===== config.mk =====
export PLATFORM = sky130hd
export DESIGN_NAME = bmss_tables
export DESIGN_NICKNAME = d
export VERILOG_FILES = /design/src/rtl/core/bmss_pkg.sv /design/src/rtl/core/bmss_tables.sv
export SDC_FILE = /design/constraint.sdc
export NUM_CORES = 1
export LEC_CHECK = 0
export BUFFER_PORTS_ARGS = -buffer_cell sky130_fd_sc_hd__buf_2
export CAP_MARGIN = 10
export CORE_MARGIN = 3
export CORE_UTILIZATION = 57
export DETAILED_ROUTE_END_ITERATION = 8
export PLACE_DENSITY = 0.74
export SLEW_MARGIN = 25
export SYNTH_ARGS = -nofsm -noshare
export SYNTH_HDL_FRONTEND = slang
export SYNTH_SLANG_ARGS = --single-unit

===== constraint.sdc =====
create_clock -name clk -period 7.2 [get_ports clk]
set_input_delay 0.36 -clock clk [delete_from_list [all_inputs] [get_ports clk]]
set_output_delay 0.36 -clock clk [all_outputs]
set_load 0.01 [all_outputs]

===== src/rtl/core/bmss_pkg.sv =====
`default_nettype none
package bmss_pkg;
  localparam int unsigned CharW = 7;
  localparam int unsigned Alphabet = 128;
  localparam int unsigned SkipW = 4;
  localparam int unsigned LenW = 4;
  localparam int unsigned CfgIdxW = 2;
  localparam int unsigned CfgDataW = 28;
  localparam int unsigned PosW = 10;

  localparam logic [CfgIdxW-1:0] REG_PATTERN_LENGTH = 2'd0;
  localparam logic [CfgIdxW-1:0] REG_CHARS_LOW = 2'd1;
  localparam logic [CfgIdxW-1:0] REG_CHARS_HIGH = 2'd2;

  typedef logic [CharW-1:0] char_t;
  typedef logic [SkipW-1:0] skip_t;
endpackage
`default_nettype wire


===== src/rtl/core/bmss_tables.sv =====
`default_nettype none
// Skip table builder. Bad-character table: one entry preset to m per cycle, then one
// pattern character per cycle. Good-suffix table: one (j, s) trial per cycle.
module bmss_tables #(
  parameter int unsigned PATTERN_MAX = 8
) (
  input  wire logic                                 clk,
  input  wire logic                                 rst,
  input  wire logic                                 start,
  input  wire logic [$clog2(PATTERN_MAX+1)-1:0]     m,
  input  wire bmss_pkg::char_t                      pat [PATTERN_MAX],
  output logic                                      done,
  input  wire bmss_pkg::char_t                      bc_addr,
  output bmss_pkg::skip_t                           bc_data,
  input  wire logic [$clog2(PATTERN_MAX)-1:0]       gs_addr,
  output bmss_pkg::skip_t                           gs_data
);
  import bmss_pkg::*;
  localparam int unsigned MW = $clog2(PATTERN_MAX + 1);
  localparam int unsigned JW = $clog2(PATTERN_MAX);

  typedef enum logic [2:0] {S_IDLE, S_CLR, S_FILL, S_GS, S_DONE} state_t;
  state_t state;

  skip_t bc_mem [Alphabet];
  skip_t gs_reg [PATTERN_MAX];
  logic [CharW-1:0] cnt;
  logic [MW-1:0] j, s;

  // trial for shift s at position j
  logic ok;
  always_comb begin
    ok = 1'b1;
    for (int i = 0; i < PATTERN_MAX; i++) begin
      if (i > int'(j) && i < int'(m) && i - int'(s) >= 0)
        if (pat[i] != pat[JW'(i - int'(s))]) ok = 1'b0;
    end
    if (int'(j) - int'(s) >= 0)
      if (pat[JW'(int'(j) - int'(s))] == pat[j[JW-1:0]]) ok = 1'b0;
  end

  always_ff @(posedge clk) begin
    if (rst) begin
      state <= S_IDLE;
      done <= 1'b0;
    end else begin
      done <= 1'b0;
      case (state)
        S_IDLE: begin
          if (start) begin
            state <= S_CLR;
            cnt <= '0;
          end
        end
        S_CLR: begin
          bc_mem[cnt] <= SkipW'(m);
          cnt <= cnt + 1'b1;
          if (cnt == CharW'(Alphabet - 1)) begin
            state <= S_FILL;
            j <= '0;
          end
        end
        S_FILL: begin
          bc_mem[pat[j[JW-1:0]]] <= SkipW'(m - j - 1'b1);
          if (j == m - 1'b1) begin
            state <= S_GS;
            j <= '0;
            s <= MW'(1);
          end else begin
            j <= j + 1'b1;
          end
        end
        S_GS: begin
          if (ok || s == m) begin
            gs_reg[j[JW-1:0]] <= SkipW'(m - 1'b1 - j + s);
            s <= MW'(1);
            if (j == m - 1'b1) state <= S_DONE;
            else j <= j + 1'b1;
          end else begin
            s <= s + 1'b1;
          end
        end
        S_DONE: begin
          done <= 1'b1;
          state <= S_IDLE;
        end
        default: state <= S_IDLE;
      endcase
    end
  end

  always_ff @(posedge clk) begin
    bc_data <= bc_mem[bc_addr];
  end
  assign gs_data = gs_reg[gs_addr];
endmodule
`default_nettype wire


Word-level counts from Yosys, hierarchy flattened
Memory sizes are Yosys's and may differ from the RTL's. A register that Yosys moved wholly into a read port is not among the register bits. Cells that the tools add are included. W data, S select, Z words.

$add $sub $neg: 16. Order comparisons: 31. Equality and inequality tests: 21. Mux-type cells: 73. Bitwise operators: 10. Reductions and logical operators: 24.

Operator list (number): $ge A32 B1 Y1 const B (8); $bmux W7 S3 (9); $mux W7 (20); $ne A7 B7 Y1 (7); $ge A3 B4 Y1 const B (8); $mux W1 (28); $mux W4 (7); $not A3 Y3 (8); $sub A3 B4 Y5 const A (4); $gt A3 B4 Y1 const A (4); $lt A3 B4 Y1 const A (4); $mux W3 (5); $logic_and A1 B1 Y1 (14); $pmux W7 S2 (1); $ne A2 B2 Y1 const B (6); $pmux W3 S4 (1); $pmux W4 S3 (1); $reduce_and A5 Y1 (2); $sub A2 B4 Y5 const A (2); $add A4 B1 Y4 const B (2); $eq A4 B4 Y1 (2); $gt A2 B4 Y1 const A (2); $lt A2 B4 Y1 const A (2); $pmux W4 S2 (1); other kinds (22) (27).

Register bits: 19. RAM bits: 544. Input port bits: 73. Output and inout port bits: 9. Logic and storage cells: 182. Memories: 2.

Memories: bc_mem (words 128, bits a word 4, read ports 1, clocked after memory_dff 1, write ports 1, RTL line bmss_tables.sv:25) `skip_t bc_mem [Alphabet];`; gs_reg (words 8, bits a word 4, read ports 1, clocked after memory_dff 0, write ports 1, RTL line bmss_tables.sv:26) `skip_t gs_reg [PATTERN_MAX];`.

Logic depth before layout (Yosys ltp)
Word-level depth: 27. Depth in mapped cells: 16. Depth with buffers taken out: 11.

Worst setup path before layout
OpenSTA, ideal clock, no wires.

Path kind: reg-to-reg. Start point: register j[1]. End point: memory bc_mem[0][2] (netlist bit), data pin. Data arrival time: 6.631 ns. Slack: -0.627 ns. Stages on the path, launching flop included: 6. Buffers on the path: 1. Path through: edfxtp_1 buf_4 clkinv_1 fa_1 xnor2_1 o21ai_0.

Longest elaborated chain between the ends: 3.

RTL lines: from (decl) (RTL line bmss_tables.sv:28) `logic [MW-1:0] j, s;`; from (signal assigned) (RTL line bmss_tables.sv:70) `j <= j + 1'b1;`; from (signal assigned) (RTL line bmss_tables.sv:78) `else j <= j + 1'b1;`; $sub A4 B4 Y4 (RTL line bmss_tables.sv:64) `bc_mem[pat[j[JW-1:0]]] <= SkipW'(m - j - 1'b1);`; $sub A4 B1 Y4 (RTL line bmss_tables.sv:64); $mux W4 (no source line); to (decl) (RTL line bmss_tables.sv:25).

Every way passes these cells.

Worst setup path in the final report
Start point: register s[1]. End point: memory gs_reg[0][2] (netlist bit), enable pin.

Longest elaborated chain between the ends: 27.

RTL lines: from (decl) (RTL line bmss_tables.sv:28); from (signal assigned) (RTL line bmss_tables.sv:80) `s <= s + 1'b1;`; $sub A1 B4 Y5 (RTL line bmss_tables.sv:36) `if (pat[i] != pat[JW'(i - int'(s))]) ok = 1'b0;`; $not A3 Y3 (implied by the code) (RTL line bmss_tables.sv:36); $bmux W7 S3 (RTL line bmss_tables.sv:36); $mux W7 (implied by the code) (2 in a row) (RTL line bmss_tables.sv:36); $ne A7 B7 Y1 (RTL line bmss_tables.sv:36); $mux W1 (RTL line bmss_tables.sv:36); $mux W1 (RTL line bmss_tables.sv:35) `if (i > int'(j) && i < int'(m) && i - int'(s) >= 0)`; $mux W1 (RTL line bmss_tables.sv:36); (+10 left out); $mux W1 (RTL line bmss_tables.sv:35); $mux W1 (RTL line bmss_tables.sv:39) `if (pat[JW'(int'(j) - int'(s))] == pat[j[JW-1:0]]) ok = 1'b0;`; $mux W1 (RTL line bmss_tables.sv:38) `if (int'(j) - int'(s) >= 0)`; $logic_or A1 B1 Y1 * (RTL line bmss_tables.sv:74) `if (ok || s == m) begin`; $mux W1 * (RTL line bmss_tables.sv:74); $mux W1 * (RTL line bmss_tables.sv:48) `case (state)`; $mux W1 * (RTL line bmss_tables.sv:43) `if (rst) begin`; $mux W1 (implied by the code) * (RTL line bmss_tables.sv:75) `gs_reg[j[JW-1:0]] <= SkipW'(m - 1'b1 - j + s);`; to (decl) (RTL line bmss_tables.sv:26).

Mark *: on every way between the ends. The rest lies on a longest branch, timed or not. The select of a mux whose other input is x is not followed.

==> flow_summary.yaml <==
job:
  maxCapViolCount: 0
synthesis:
  post_synth_xor_area_fraction: 0.0339
  synth_cells: 1657
  synth_area_um2: 28200
  yosys.cell_types.count: 70
  synth_top_family_by_area: "multiplexers"
  synth_compound_area_frac: 0.0266
  synth_enable_flop_cells: 559
  synth-seq-area-share: 0.601
  synth_fa_ha_area_frac: 0.0129
  yosys.area_share.simple: 0.0556
  ys_dominant_reg_cell: "sky130_fd_sc_hd__edfxtp_1"
  synth.ff_latch_count: 567
  syn_area_per_cell_um2: 17.0
  yosysWarningCount: 0
  synth-async-reset-ratio: 0
  synthMuxAreaShare: 0.241
  synthesis.nets: 1756
cts:
  clock_tree_from_tritoncts: "done"
  post_cts_resize_count: 0
  clkTransAtPathRegs_ps: 60
  cts-buffers-inserted: 54
  cts.path.max_buffers: 3
  numClockSinks: 567
  cts-hold-fix-buffers: 0
  cts.repair_timing.setup_buffer_count: 0
  cts_root_buf: "sky130_fd_sc_hd__clkbuf_16"
  clock_insertion_delay_worst_skew_ps: 610
  h-tree-depth: 2
setup_path:
  r2r_setup_slack_ps: 1870
  crit_slowest_cell: "sky130_fd_sc_hd__ha_2"
  setup.worst_path.class: "reg -> reg"
  endpoint: "gs_reg[0][2]"
  rr_worst_depth: 12
  timing.critical_path.fanout_max: 40
  worstReg2RegEnd: "gs_reg[0][2]"
  critical_path_required_ps: 7420
  critical-path-max-stage-delay_ps: 1150
  critical_path.cell_chain: "buf_4 > inv_1 > ha_2 > mux2_2 > o22ai_1 > a221oi_1 > xor2_1 > nor4_1 > a41o_1 > and4bb_4 > a31oi_4 > nor3_1"
  crit_path_start_kind: "flip-flop"
  worstReg2RegStart: "s[1]"
  worst_ep_arrival_time_ps: 5550
  critical_path_origin: "s[1]"
  setup.worst_path.end_class: "flip-flop"
floorplan:
  chipWidth_um: 228
  floorplan.io_pins: 82
  die_h_um: 228
  floorplan.die_area_um2: 52200
  floorplan.rows: 80
  initial_utilization: 0.583
  core_region_area_um2: 48300
worst_hold_path:
  min_delay_path_depth: 2
  holdCritPathClass: "in -> reg"
power:
  total_power_mw: 6.92
  power_leakage_nw: 9.74
  powerDensity_nw_per_um2: 226
  irDropWorstVdd_mv: 0.177
sta:
  timing.slew.headroom: 0.304
  setup_violations: 0
  final_critical_path_setup_slack_ps: 1870
  rsz0062_at_grt: "no"
  worst_slew_pin_slew_ps: 1040
  fmax_ghz: 0.188
  fin_setup_tns_ps: 0
  report.final.hold_viol_count: 0
  time_the_final_worst_path_needs_with_i_o_delays_and_setup_ps: 5330
  timing.clock.skew_ps: 25.0
  final_min_period_over_clock_period: 0.740
  drv_slew: 0
final_layout:
  mostFrequentLayoutCell: "sky130_fd_sc_hd__edfxtp_1"
  finalCoreUtilization: 0.633
  fin_nets: 1781
  largest_reg_flops: 512
  final_cell_mix: "sky130_fd_sc_hd__edfxtp_1, sky130_fd_sc_hd__mux4_2, sky130_fd_sc_hd__nor2_1"
  stdcell_area_um2: 30600
  area.growth.synth_to_final_pct: 8.51
  fraction_of_final_layout_cells_sized_beyond_drive_strength_1: 0.265
drt:
  initialDrtViolationCount: 1905
  wirelength_um: 67500
  drc: 0
  post_drt_wl_per_cell_um: 28.4
  num_vias: 16000
  antenna_left: 0
  firstDrtPassIters: 5
  via_per_inst: 6.74
place:
  gp_congestion: 0.912
  dpl.hpwl_um: 42700
  instance_area_after_placement_um2: 28900
  dp_slack_ps: 1920
  placement.io_buffers: 81
global_route:
  grt_remaining_overflow: 0
  track_usage: 0.260
  number_of_global_route_vias_before_repair: 16200
  pin_count_of_the_biggest_net_entering_global_routing: 109
  antenna_found_initial: 3
  grt_first_pass_wirelength_um: 103000
outcome:
  outcome: "completed"
[stage by stage]
step,std cells,hold slack [ps]
after floorplan,1657,437
after global placement,2281,588
after detailed placement,2281,591
after CTS,2374,38.6
after global routing,2375,47.7
final,2376,53.4
[where the power goes]
part	total [mW]	switching [mW]	internal, mW
registers	3.65	0.00819	3.65
logic	0.581	0.346	0.235
clock network	2.68	1.18	1.51
[routing by layer]
layer	GRT usage	part of all wire	vias to the layer above
li1	-	-	6711
met4	0.0748	0.027	2
met1	0.388	0.40	8272
met5	0	0.00019	-
met3	0.0439	0.096	127
met2	0.402	0.47	904
[layout make-up]
class	count	area, um2
antenna	1	2.50
clock buffer	72	1440
clock inverter	21	199
fill	3312	17800
inverter	20	75.1
multi-input combinational	932	10500
sequential	567	16900
tap	656	821
timing repair buffer	107	639
[kinds of logic after synthesis]
| family | after synthesis |
|---|---|
| flops | 567 |
| fa+ha+maj | 26 |
| buf+inv | 158 |
| xor+xnor | 106 |
| mux | 348 |
| compound gates | 116 |
| simple gates | 336 |
[critical path, delay by kind of cell (launching register included)]
family	cells	cell delay [ps]
flip-flops	1	320
buffers and inverters	2	860
AO/OA/AOI/OAI	4	690
XOR/XNOR	1	150
multiplexers	1	420
adder cells (fa/ha/maj)	1	1150
AND/OR/NAND/NOR	3	1330
[worst min path at each step]
| stage | start | endpoint | slack [ps] |
|---|---|---|---|
| after floorplan | rst | done | 440 |
| after global placement | state[2] | done | 590 |
| after detailed placement | state[2] | done | 590 |
| after CTS | rst | done | 40 |
| after global routing | rst | done | 50 |
| final | rst | done | 50 |
[cell usage after synthesis, drive strengths merged, types with 6 or more instances]
| cell | n | area share |
|---|---|---|
| edfxtp | 559 | 0.60 |
| mux4 | 258 | 0.21 |
| nor2 | 175 | 0.023 |
| mux2i | 76 | 0.027 |
| clkbuf | 72 | 0.011 |
| buf | 65 | 0.015 |
| xnor2 | 60 | 0.019 |
| nand2 | 54 | 0.0072 |
| xor2 | 46 | 0.015 |
| a21oi | 30 | 0.0055 |
| nand3 | 25 | 0.0044 |
| o21ai | 23 | 0.0041 |
| ha | 21 | 0.0093 |
| inv | 18 | 0.0024 |
| nor3 | 17 | 0.0030 |
| o22ai | 17 | 0.0038 |
| nor4 | 16 | 0.0053 |
| mux2 | 14 | 0.0056 |
| dfxtp | 8 | 0.0057 |
| nand4 | 8 | 0.0018 |
| a21o | 7 | 0.0019 |
| a31oi | 7 | 0.0021 |
| nor2b | 7 | 0.0016 |
| nor3b | 6 | 0.0016 |
Note: power is estimated with default switching activity, not from simulation.
